`config.mk`:
```
export PLATFORM = sky130hd
export DESIGN_NAME = hsl_to_rgb_converter_flat
export DESIGN_NICKNAME = d
export VERILOG_FILES = /design/src/h2r_pkg.sv /design/src/h2r_if.sv /design/src/hsl_to_rgb_converter.sv /design/src/h2r_channel.sv /design/src/flat_wrapper.sv
export SDC_FILE = /design/constraint.sdc
export NUM_CORES = 2
export LEC_CHECK = 0
export ABC_AREA = 0
export BUFFER_PORTS_ARGS = -buffer_cell sky130_fd_sc_hd__buf_2
export CAP_MARGIN = 40
export CELL_PAD_IN_SITES_DETAIL_PLACEMENT = 1
export CELL_PAD_IN_SITES_GLOBAL_PLACEMENT = 2
export CORE_MARGIN = 3
export CORE_UTILIZATION = 43
export CTS_CLUSTER_DIAMETER = 120
export DETAILED_ROUTE_END_ITERATION = 10
export PLACE_DENSITY_LB_ADDON = 0.08
export SKIP_CTS_REPAIR_TIMING = 1
export SLEW_MARGIN = 10
export SYNTH_ARGS = -nofsm -noshare
export SYNTH_HDL_FRONTEND = slang
export SYNTH_SLANG_ARGS = --single-unit
```
`constraint.sdc`:
```
create_clock -name clk -period 18.1 [get_ports clk]
set_input_delay 0.905 -clock clk [delete_from_list [all_inputs] [get_ports clk]]
set_output_delay 0.905 -clock clk [all_outputs]
set_load 0.03 [all_outputs]
```
`src/h2r_pkg.sv`:
```
// ----------------------------------------------------------------------------
// h2r_pkg
// Shared widths, constants and types for the HSL to RGB converter.
// ----------------------------------------------------------------------------
package h2r_pkg;

    localparam int HUE_W  = 15;
    localparam int FRAC_W = 17;
    localparam int CHAN_W = 8;

    localparam int CN_W   = 33;   // chroma numerator, at most 2^32
    localparam int W_W    = 12;   // hue weight, at most 3840
    localparam int XP_W   = 44;   // chroma times weight
    localparam int M_W    = 34;   // offset numerator
    localparam int SUM_W  = 46;   // channel sum over 3840 * 2^33
    localparam int Q_W    = 13;   // sum * 255 >> 41, below 5745

    localparam logic [HUE_W-1:0]  HUE_SECTOR = 15'd3840;
    localparam logic [HUE_W-1:0]  HUE_PAIR   = 15'd7680;
    localparam logic [HUE_W-1:0]  HUE_SEC2   = 15'd11520;
    localparam logic [HUE_W-1:0]  HUE_SEC4   = 15'd15360;
    localparam logic [HUE_W-1:0]  HUE_SEC5   = 15'd19200;
    localparam logic [HUE_W-1:0]  HUE_FULL   = 15'd23040;

    localparam logic [FRAC_W-1:0] FRAC_ONE   = 17'd65536;
    localparam logic [FRAC_W-1:0] FRAC_HALF  = 17'd32768;
    localparam logic [FRAC_W:0]   FRAC_TWO   = 18'd131072;

    localparam logic [CN_W-1:0]   CN_MAX     = 33'h1_0000_0000;

    // floor(q / 15) == (q * 8739) >> 17 for every q below 10082
    localparam logic [13:0]       RECIP_15   = 14'd8739;
    localparam int                RECIP_SH   = 17;
    localparam logic [CHAN_W-1:0] CHAN_MAX   = 8'd255;

    localparam logic [2:0] SEC_0 = 3'd0;
    localparam logic [2:0] SEC_1 = 3'd1;
    localparam logic [2:0] SEC_2 = 3'd2;
    localparam logic [2:0] SEC_3 = 3'd3;
    localparam logic [2:0] SEC_4 = 3'd4;
    localparam logic [2:0] SEC_5 = 3'd5;

    typedef enum logic [1:0] {
        TERM_ZERO,
        TERM_C,
        TERM_X
    } term_t;

    typedef struct packed {
        term_t            sel;
        logic [CN_W-1:0]  cn;
        logic [XP_W-1:0]  xp;
        logic [M_W-1:0]   m;
    } chan_in_t;

endpackage

```
`src/h2r_if.sv`:
```
// ----------------------------------------------------------------------------
// h2r_if
// Valid/ready channels carrying HSL requests in and RGB results out.
// ----------------------------------------------------------------------------
interface h2r_hsl_if;
    logic                          valid;
    logic                          ready;
    logic [h2r_pkg::HUE_W-1:0]     hue;
    logic [h2r_pkg::FRAC_W-1:0]    saturation;
    logic [h2r_pkg::FRAC_W-1:0]    lightness;

    modport source (output valid, output hue, output saturation, output lightness,
                    input ready);
    modport sink   (input valid, input hue, input saturation, input lightness,
                    output ready);
endinterface

interface h2r_rgb_if;
    logic                          valid;
    logic                          ready;
    logic [h2r_pkg::CHAN_W-1:0]    red;
    logic [h2r_pkg::CHAN_W-1:0]    green;
    logic [h2r_pkg::CHAN_W-1:0]    blue;

    modport source (output valid, output red, output green, output blue,
                    input ready);
    modport sink   (input valid, input red, input green, input blue,
                    output ready);
endinterface

```
`src/hsl_to_rgb_converter.sv`:
```
// ----------------------------------------------------------------------------
// hsl_to_rgb_converter
// Six register stages (clamp, chroma multiply, weight multiply, sum, scale,
// divide by 15) lie between request acceptance and result valid. Throughput:
// one request per cycle; a stall at the output freezes every stage. Reset
// clears only the stage valid bits.
// ----------------------------------------------------------------------------
module hsl_to_rgb_converter (
    input  logic        clk,
    input  logic        rst_n,
    h2r_hsl_if.sink     hsl,
    h2r_rgb_if.source   rgb
);

    localparam int STAGES = 6;

    logic [STAGES-1:0]             v_reg, v_next;
    logic                          adv;

    // stage 1
    logic [h2r_pkg::HUE_W-1:0]     hue1_reg, hue1_next;
    logic [h2r_pkg::FRAC_W-1:0]    sat1_reg, sat1_next;
    logic [h2r_pkg::FRAC_W-1:0]    lit1_reg, lit1_next;
    logic [h2r_pkg::FRAC_W-1:0]    a1_reg, a1_next;
    logic [h2r_pkg::FRAC_W:0]      twol, a_wide;

    // stage 2
    logic [h2r_pkg::CN_W-1:0]      cn2_reg, cn2_next;
    logic [h2r_pkg::W_W-1:0]       w2_reg, w2_next;
    logic [2:0]                    sec2_reg, sec2_next;
    logic [h2r_pkg::FRAC_W-1:0]    lit2_reg;
    logic [2*h2r_pkg::FRAC_W-1:0]  cn_full;
    logic [h2r_pkg::HUE_W-1:0]     pair_base, t_full, w_full;

    // stage 3
    h2r_pkg::chan_in_t             r3_reg, g3_reg, b3_reg;
    h2r_pkg::chan_in_t             r3_next, g3_next, b3_next;
    logic [h2r_pkg::CN_W+h2r_pkg::W_W-1:0] xp_full;
    logic [h2r_pkg::XP_W-1:0]      xp;
    logic [h2r_pkg::M_W-1:0]       m;
    h2r_pkg::term_t                sel_r, sel_g, sel_b;

    assign adv       = !v_reg[STAGES-1] || rgb.ready;
    assign hsl.ready = adv;
    assign rgb.valid = v_reg[STAGES-1];
    assign v_next    = {v_reg[STAGES-2:0], hsl.valid};

    always_ff @(posedge clk or negedge rst_n)
    begin
        if (!rst_n)
            v_reg <= '0;
        else if (adv)
            v_reg <= v_next;
    end

    // Stage 1: wrap hue, clamp fractions, 1 - |2L - 1|
    always_comb
    begin
        hue1_next = (hsl.hue >= h2r_pkg::HUE_FULL) ? hsl.hue - h2r_pkg::HUE_FULL : hsl.hue;
        sat1_next = (hsl.saturation > h2r_pkg::FRAC_ONE) ? h2r_pkg::FRAC_ONE
                                                          : hsl.saturation;
        lit1_next = (hsl.lightness > h2r_pkg::FRAC_ONE) ? h2r_pkg::FRAC_ONE
                                                         : hsl.lightness;
        twol      = {lit1_next, 1'b0};
        a_wide    = (lit1_next <= h2r_pkg::FRAC_HALF) ? twol : h2r_pkg::FRAC_TWO - twol;
        a1_next   = a_wide[h2r_pkg::FRAC_W-1:0];
    end

    // Stage 2: chroma product, sector and triangular hue weight
    always_comb
    begin
        cn_full  = a1_reg * sat1_reg;
        cn2_next = cn_full[h2r_pkg::CN_W-1:0];

        if (hue1_reg < h2r_pkg::HUE_SECTOR)
            sec2_next = h2r_pkg::SEC_0;
        else if (hue1_reg < h2r_pkg::HUE_PAIR)
            sec2_next = h2r_pkg::SEC_1;
        else if (hue1_reg < h2r_pkg::HUE_SEC2)
            sec2_next = h2r_pkg::SEC_2;
        else if (hue1_reg < h2r_pkg::HUE_SEC4)
            sec2_next = h2r_pkg::SEC_3;
        else if (hue1_reg < h2r_pkg::HUE_SEC5)
            sec2_next = h2r_pkg::SEC_4;
        else
            sec2_next = h2r_pkg::SEC_5;

        if (hue1_reg >= h2r_pkg::HUE_SEC4)
            pair_base = h2r_pkg::HUE_SEC4;
        else if (hue1_reg >= h2r_pkg::HUE_PAIR)
            pair_base = h2r_pkg::HUE_PAIR;
        else
            pair_base = '0;
        t_full  = hue1_reg - pair_base;
        w_full  = (t_full < h2r_pkg::HUE_SECTOR) ? t_full : h2r_pkg::HUE_PAIR - t_full;
        w2_next = w_full[h2r_pkg::W_W-1:0];
    end

    // Stage 3: chroma times weight, offset, per-channel selection
    always_comb
    begin
        xp_full = cn2_reg * w2_reg;
        xp      = xp_full[h2r_pkg::XP_W-1:0];
        m       = {lit2_reg, 17'b0} - h2r_pkg::M_W'(cn2_reg);

        unique case (sec2_reg)
            h2r_pkg::SEC_0:
            begin
                sel_r = h2r_pkg::TERM_C; sel_g = h2r_pkg::TERM_X; sel_b = h2r_pkg::TERM_ZERO;
            end
            h2r_pkg::SEC_1:
            begin
                sel_r = h2r_pkg::TERM_X; sel_g = h2r_pkg::TERM_C; sel_b = h2r_pkg::TERM_ZERO;
            end
            h2r_pkg::SEC_2:
            begin
                sel_r = h2r_pkg::TERM_ZERO; sel_g = h2r_pkg::TERM_C; sel_b = h2r_pkg::TERM_X;
            end
            h2r_pkg::SEC_3:
            begin
                sel_r = h2r_pkg::TERM_ZERO; sel_g = h2r_pkg::TERM_X; sel_b = h2r_pkg::TERM_C;
            end
            h2r_pkg::SEC_4:
            begin
                sel_r = h2r_pkg::TERM_X; sel_g = h2r_pkg::TERM_ZERO; sel_b = h2r_pkg::TERM_C;
            end
            default:
            begin
                sel_r = h2r_pkg::TERM_C; sel_g = h2r_pkg::TERM_ZERO; sel_b = h2r_pkg::TERM_X;
            end
        endcase

        r3_next = '{sel: sel_r, cn: cn2_reg, xp: xp, m: m};
        g3_next = '{sel: sel_g, cn: cn2_reg, xp: xp, m: m};
        b3_next = '{sel: sel_b, cn: cn2_reg, xp: xp, m: m};
    end

    always_ff @(posedge clk)
    begin
        if (adv)
        begin
            hue1_reg <= hue1_next;
            sat1_reg <= sat1_next;
            lit1_reg <= lit1_next;
            a1_reg   <= a1_next;
            cn2_reg  <= cn2_next;
            w2_reg   <= w2_next;
            sec2_reg <= sec2_next;
            lit2_reg <= lit1_reg;
            r3_reg   <= r3_next;
            g3_reg   <= g3_next;
            b3_reg   <= b3_next;
        end
    end

    h2r_channel u_red (
        .clk   (clk),
        .en    (adv),
        .chan  (r3_reg),
        .level (rgb.red)
    );

    h2r_channel u_green (
        .clk   (clk),
        .en    (adv),
        .chan  (g3_reg),
        .level (rgb.green)
    );

    h2r_channel u_blue (
        .clk   (clk),
        .en    (adv),
        .chan  (b3_reg),
        .level (rgb.blue)
    );

    // A held result must block new requests
    a_stall_blocks: assert property (@(posedge clk) disable iff (!rst_n)
        (rgb.valid && !rgb.ready) |-> !hsl.ready)
        else $error("request taken while output stalled");

    // An accepted request occupies stage one next cycle
    a_accept_enters: assert property (@(posedge clk) disable iff (!rst_n)
        (hsl.valid && hsl.ready) |=> v_reg[0])
        else $error("accepted request lost at stage one");

    // A stall freezes the whole valid chain
    a_stall_freezes: assert property (@(posedge clk) disable iff (!rst_n)
        !adv |=> $stable(v_reg))
        else $error("valid chain moved during stall");

    a_chroma_bound: assert property (@(posedge clk) disable iff (!rst_n)
        v_reg[1] |-> (cn2_reg <= h2r_pkg::CN_MAX))
        else $error("chroma numerator above one");

    a_weight_bound: assert property (@(posedge clk) disable iff (!rst_n)
        v_reg[1] |-> (w2_reg <= h2r_pkg::W_W'(h2r_pkg::HUE_SECTOR)))
        else $error("hue weight above one sector");

endmodule

```
`src/h2r_channel.sv`:
```
// ----------------------------------------------------------------------------
// h2r_channel
// Last three stages of one colour channel: sum, scale by 255, divide by 15.
// ----------------------------------------------------------------------------
module h2r_channel (
    input  logic                          clk,
    input  logic                          en,
    input  h2r_pkg::chan_in_t             chan,
    output logic [h2r_pkg::CHAN_W-1:0]    level
);

    logic [h2r_pkg::SUM_W-1:0]   sum_reg, sum_next;
    logic [h2r_pkg::Q_W-1:0]     q_reg, q_next;
    logic [h2r_pkg::CHAN_W-1:0]  level_reg, level_next;

    logic [h2r_pkg::SUM_W-1:0]   term;
    logic [h2r_pkg::SUM_W-1:0]   cn_wide;
    logic [h2r_pkg::SUM_W-1:0]   m_wide;
    logic [h2r_pkg::SUM_W+7:0]   scaled;
    logic [h2r_pkg::SUM_W+7:0]   sum_wide;
    logic [h2r_pkg::Q_W+13:0]    prod;
    logic [9:0]                  quo;

    // Sum over 3840 * 2^33: 2 * term + 3840 * offset
    always_comb
    begin
        cn_wide = h2r_pkg::SUM_W'(chan.cn);
        m_wide  = h2r_pkg::SUM_W'(chan.m);
        case (chan.sel)
            h2r_pkg::TERM_C: term = (cn_wide << 13) - (cn_wide << 9);
            h2r_pkg::TERM_X: term = h2r_pkg::SUM_W'({chan.xp, 1'b0});
            default:         term = '0;
        endcase
        sum_next = term + (m_wide << 12) - (m_wide << 8);
    end

    // Times 255, then drop 2^41; 15 of the denominator remains
    always_comb
    begin
        sum_wide = (h2r_pkg::SUM_W + 8)'(sum_reg);
        scaled   = (sum_wide << 8) - sum_wide;
        q_next   = scaled[h2r_pkg::SUM_W+7 -: h2r_pkg::Q_W];
    end

    always_comb
    begin
        prod = q_reg * h2r_pkg::RECIP_15;
        quo  = prod[h2r_pkg::RECIP_SH +: 10];
        level_next = (quo > 10'(h2r_pkg::CHAN_MAX)) ? h2r_pkg::CHAN_MAX : quo[7:0];
    end

    always_ff @(posedge clk)
    begin
        if (en)
        begin
            sum_reg   <= sum_next;
            q_reg     <= q_next;
            level_reg <= level_next;
        end
    end

    assign level = level_reg;

endmodule

```
`src/flat_wrapper.sv`:
```
// flat-port wrapper written by rule: the top's interface ports become plain ports
module hsl_to_rgb_converter_flat 
  (clk, rst_n, hsl_valid, hsl_hue, hsl_saturation, hsl_lightness, hsl_ready, rgb_valid, rgb_red, rgb_green, rgb_blue, rgb_ready);
  h2r_hsl_if hsl_i ();
  h2r_rgb_if rgb_i ();
  input  logic clk;
  input  logic rst_n;
  input wire logic [$bits(hsl_i.valid)-1:0] hsl_valid;
  input wire logic [$bits(hsl_i.hue)-1:0] hsl_hue;
  input wire logic [$bits(hsl_i.saturation)-1:0] hsl_saturation;
  input wire logic [$bits(hsl_i.lightness)-1:0] hsl_lightness;
  output wire logic [$bits(hsl_i.ready)-1:0] hsl_ready;
  output wire logic [$bits(rgb_i.valid)-1:0] rgb_valid;
  output wire logic [$bits(rgb_i.red)-1:0] rgb_red;
  output wire logic [$bits(rgb_i.green)-1:0] rgb_green;
  output wire logic [$bits(rgb_i.blue)-1:0] rgb_blue;
  input wire logic [$bits(rgb_i.ready)-1:0] rgb_ready;
  assign hsl_i.valid = hsl_valid;
  assign hsl_i.hue = hsl_hue;
  assign hsl_i.saturation = hsl_saturation;
  assign hsl_i.lightness = hsl_lightness;
  assign hsl_ready = hsl_i.ready;
  assign rgb_valid = rgb_i.valid;
  assign rgb_red = rgb_i.red;
  assign rgb_green = rgb_i.green;
  assign rgb_blue = rgb_i.blue;
  assign rgb_i.ready = rgb_ready;
  hsl_to_rgb_converter u_core (.clk(clk), .rst_n(rst_n), .hsl(hsl_i), .rgb(rgb_i));
endmodule
```
==> After elaboration in Yosys (flattened, before gate mapping) <==
Index checks and enable logic that the tools add are counted.
{ "totals": {"register_bits": 455, "in_bits": 53, "output_inout_bits": 26} }
{ "op_classes": {"add_sub_neg": 15, "multipliers": 5, "n_lt_le_gt_ge": 15, "eq_ne": 10, "muxes": 16, "reduce_logical": 11} }
{ "ops": {"columns": ["cell", "count"], "rows": [
  ["$pmux 46 s2", 3],
  ["$sub 46x42->46", 4],
  ["$sub 54x46->54", 3],
  ["$add 46x46->46", 3],
  ["$mul 13x14->27 const B", 3],
  ["$mul 33x12->44", 1],
  ["$gt 17x17->1 const B", 2],
  ["$mux 17", 2],
  ["$sub 34x33->34", 1],
  ["$mul 17x17->33", 1],
  ["$gt 10x8->1 const B", 3],
  ["$lt 15x12->1 const B", 2],
  ["$lt 15x14->1 const B", 2],
  ["$mux 15", 2],
  ["$le 17x16->1 const B", 1],
  ["$sub 1x17->17 const A", 1],
  ["$ge 15x13->1 const B", 1],
  ["$ge 15x14->1 const B", 1],
  ["$ge 15x15->1 const B", 1],
  ["$lt 15x13->1 const B", 1],
  ["$lt 15x15->1 const B", 1],
  ["$sub 15x15->15", 1],
  ["$sub 15x15->15 const B", 1],
  ["$reduce_or 2->1", 7],
  ["other kinds (15)", 24]
]} }

==> Logic depth before layout (Yosys ltp) <==
{ "logic_depth": {"word_depth": 6, "depth_mapped": 27} }

==> By module <==
Synthesis repeated with hierarchy kept, for this count alone.
{ "unflattened": {"hier_cells": 7136, "area_unflattened_um2": 64230.4} }
{ "modules_own_cells": {"columns": ["module", "n_inst", "cells_per_inst", "area_each_um2", "seq_area_each_um2"], "rows": [
  ["hsl_to_rgb_converter", 1, 3084, 30458.0, 7387.1],
  ["h2r_channel at u_core.u_blue ...", 2, 1332, 11174.5, 1981.9],
  ["h2r_channel at u_core.u_red", 1, 1388, 11423.5, 1981.9]
]} }

==> Worst setup path before layout <==
Ideal clock, no wire load.
{ "synth_timing": {"path_type": "input-to-reg", "from": "in rgb_ready", "to": "reg u_core.v_reg[0]", "setup_ps": 133, "t_arrival_ps": 14857, "setup_slack_ps": 3110, "cell_stages": 3, "n_path_buf": 1, "path_cell_list": "nand2b_1 > clkbuf_1 > mux2_2"} }
{ "synth_via": {"elab_chain_cells": 1} }
{ "synth_rtl": {"columns": ["item", "line", "rtl"], "rows": [
  ["start: declaration", "flat_wrapper.sv:17", "input wire logic [$bits(rgb_i.ready)-1:0] rgb_ready;"],
  ["$logic_or 1x1->1", "hsl_to_rgb_converter.sv:43", "assign adv = !v_reg[STAGES-1] || rgb.ready;"],
  ["via hsl_ready", "flat_wrapper.sv:12", "output wire logic [$bits(hsl_i.ready)-1:0] hsl_ready;"],
  ["end signal: assignment", "hsl_to_rgb_converter.sv:53", "v_reg <= v_next;"],
  ["end: declaration", "hsl_to_rgb_converter.sv:17", "logic [STAGES-1:0] v_reg, v_next;"]
]} }
The timed path passes the listed nets, and every way through them passes these cells.
A chain may end at the register's enable or synchronous reset.

==> Final worst setup path <==
{ "layout_timing": {"from": "reg u_core.a1_reg[9] in the netlist's numbering", "to": "reg u_core.cn2_reg[29] in the netlist's numbering (data pin)"} }
{ "layout_via": {"elab_chain_cells": 1} }
{ "layout_rtl": {"columns": ["item", "line", "rtl"], "rows": [
  ["start: declaration", "hsl_to_rgb_converter.sv:24", "logic [h2r_pkg::FRAC_W-1:0] a1_reg, a1_next;"],
  ["start signal: assignment", "hsl_to_rgb_converter.sv:145", "a1_reg <= a1_next;"],
  ["$mul 17x17->33", "hsl_to_rgb_converter.sv:72", "cn_full = a1_reg * sat1_reg;"],
  ["via u_core.cn_full, one bit", "hsl_to_rgb_converter.sv:32", "logic [2*h2r_pkg::FRAC_W-1:0] cn_full;"],
  ["end signal: assignment", "hsl_to_rgb_converter.sv:146", "cn2_reg <= cn2_next;"],
  ["end: declaration", "hsl_to_rgb_converter.sv:28", "logic [h2r_pkg::CN_W-1:0] cn2_reg, cn2_next;"]
]} }
The timed path passes the listed nets, and every way through them passes these cells.

==> qor.txt <==
Num rows: 135
Met2 WL post-DR: 84250 um
Rel. slew slack: 0.3523
First-pass GRT wire length: 274700 um
Vias per cell: 5.411
Distinct cells, synth: 92
Die footprint: 141800 um2
Core area: 136000 um2
Layout Nets: 7818
Slowest library cell on the worst path: edfxtp_1
Die width: 376.6 um
Hpwl dp: 141800 um
Slew @ Worst Pin: 0.9716 ns
Hold Fails Final Rpt: 0
Nature of the critical path endpoint: flop
Most used cell, CP: fa_1
Max reg flops: 109
Fmax achieved: 0.1449 GHz
Mapped Nets: 7813
Clk slew on worst S/H paths: 0.07 ns
Root Driver: clkbuf_16
Placement Setup Slack: 11.19 ns
CP arrival: 7.33 ns
CP max FO: 17
Worst path max stage delay: 0.73 ns
DR iter-0 viols: 2159
Total gr overflow: 0
Seq cells post-synth: 442
Worst hold path type: primary input to asynchronous set/reset pin
Setup slack, reg-to-reg: 11.20 ns
Fillers: 15570
Antenna Nets Post-Route: 0
DR top layer: met4
Cell Area, Placed: 61550 um2
Drt wl/cell: 20.96 um
Post-Syn Area: 59070 um2
DRT Pass-1 Iters: 5
All-Layer GR Usage: 0.2467
Critical path, cell by cell: and2_1 > fa_1 > inv_1 > fa_1 > fa_1 > inv_1 > fa_1 > fa_1 > inv_1 > fa_1 > inv_1 > ha_1 > a21o_1 > a21oi_1 > o21ai_1 > a21oi_1 > a21boi_1 > o31a_1 > o211a_1 > a2111oi_0 > nor3_1 > xor2_1
TritonCTS Buffers: 58
Asr flop ratio synth: 0.01357
Syn Inst Count: 6392
CTS tree: yes
Ports: 79
Pins over their slew limit: 0
Setup slack after layout: 11.20 ns
Routed WL: 172500 um
Unrepaired setup endpoints after global routing: no
Initial Util: 0.4344
Worst skew pair latency: 0.69 ns
# DRC: 0
Worst setup SP type: flop
Post-Layout Inst Area: 63570 um2
Port-buffer cells: 78
Maximum number of pins on one net before global-route repair: 162
# setup viols final: 0
Status: complete, no violations
Main synth FF type: edfxtp_1
Vias in the first global route: 48770
Period utilization: 0.3812
WP data required: 18.53 ns
Path type of the worst setup path: flop to flop
Hold WS: 0.05525 ns
Register area share after synthesis: 0.2242
Metal-1 WL: 78410 um
Synthesized area per cell: 9.241 um2
P&R area growth vs syn: 7.624%
Final Critical Period: 6.899 ns
Met3 layer wire length in the routed design: 5667 um
Clock buffer depth: 3
Clock Sinks: 442
Routed vias: 44540
Max Cap Viol: 0
H-tree Lvls: 2
Final Wtd Congestion: 0.8862
Number of synthesized flops with an enable pin: 436
Setup TNS: 0 ns
Layout cells sized above 1: 0.04514
Synth warn: 0
Initial antenna violation count: 3
Chip height: 376.6 um
Final Skew: 0.04507 ns
## layout make-up
cell class,instances,area (um2),share of cell area
multi-input cells,4514,40440,0.6362
flip-flops and latches,442,13240,0.2083
inverters,1248,4684,0.07369
well taps,1781,2228,0.03505
clock buffers,71,1604,0.02523
repair buffers,133,968.4,0.01523
clock inverters,39,392.9,0.006180
diodes,2,5.005,0.00007873
## cell families after synthesis
kind of cell	Yosys count	share of synthesized area
adders and majority gates	1368	0.3726
xor gates and xnor gates	320	0.04758
buffers and inverters	1436	0.09147
AOI/OAI and AO/OA	1171	0.1286
muxes	10	0.001843
DFF	442	0.2242
and+or+nand+nor	1645	0.1336
## critical path: cells and delay by family (launching register included)
family	cells	cell delay, ns
buffers and inverters	4	0.20
AO/OA/AOI/OAI	8	1.76
adder cells (fa/ha/maj)	7	3.34
flip-flops	1	0.73
XOR/XNOR	1	0.16
AND/OR/NAND/NOR	2	0.43
## final timing paths
| path | start | endpoint | depth (start not counted) |
|---|---|---|---|
| setup / recovery | u_core.a1_reg[9]$_DFFE_PP_ | u_core.cn2_reg[29]$_DFFE_PP_ | 22 |
| max in group asynchronous | rst_n | u_core.v_reg[1]$_DFFE_PN0P_ | 1 |
| hold / removal | rst_n | u_core.v_reg[0]$_DFFE_PN0P_ | 1 |
| min in group clk | u_core.lit1_reg[12]$_DFFE_PP_ | u_core.lit2_reg[12]$_DFFE_PP_ | 0 |
| hold reg to reg | u_core.lit1_reg[12]$_DFFE_PP_ | u_core.lit2_reg[12]$_DFFE_PP_ | 0 |
| setup reg to reg | u_core.a1_reg[9]$_DFFE_PP_ | u_core.cn2_reg[29]$_DFFE_PP_ | 22 |
## cell usage after synthesis (49+ instances only)
master	n	area share
inv_1	1246	0.079
ha_1	716	0.15
nand2_1	693	0.044
fa_1	652	0.22
edfxtp_1	436	0.22
a21oi_1	350	0.030
and2_1	246	0.026
nor2_1	237	0.015
xnor2_1	211	0.031
a21o_1	179	0.023
clkbuf_1	177	0.011
o21ai_0	158	0.013
xor2_1	108	0.016
nor2b_1	76	0.0080
nand3_1	75	0.0064
a22oi_1	71	0.0090
nor3_1	68	0.0058
nand2b_1	60	0.0064
o21ai_1	56	0.0047
nand4_1	49	0.0052
## metrics by stage
stage,utilization,cells
4_1_cts,0.4674,8227
3_3_place_gp,0.4508,8102
6_report,0.4675,8230
3_5_place_dp,0.4527,8117
2_1_floorplan,-,6392
5_1_grt,0.4675,8228
## layer usage
metal / up-vias / GRT usage
li1: 21090 / -
met1: 22630 / 0.3315
met2: 634 / 0.4282
met3: 186 / 0.02533
met4: 0 / 0.05814
met5: - / 0
## layout by cell type (no fill, tap or decap), types with 28 or more instances in the layout
| cell | n |
|---|---|
| a211oi_1 | 28 |
| a21o_1 | 179 |
| a21oi_1 | 350 |
| a22oi_1 | 71 |
| a31oi_1 | 37 |
| and2_1 | 246 |
| and3_1 | 29 |
| buf_2 | 79 |
| buf_4 | 39 |
| clkbuf_16 | 61 |
| edfxtp_1 | 436 |
| fa_1 | 652 |
| ha_1 | 716 |
| inv_1 | 1246 |
| nand2_1 | 693 |
| nand2b_1 | 59 |
| nand3_1 | 75 |
| nand4_1 | 49 |
| nor2_1 | 237 |
| nor2b_1 | 70 |
| nor3_1 | 68 |
| o21a_1 | 48 |
| o21ai_0 | 158 |
| o21ai_1 | 56 |
| xnor2_1 | 211 |
| xor2_1 | 108 |
Power is not shown: default switching activity piles up to over one toggle a cycle in this logic, so the estimate is an artifact.
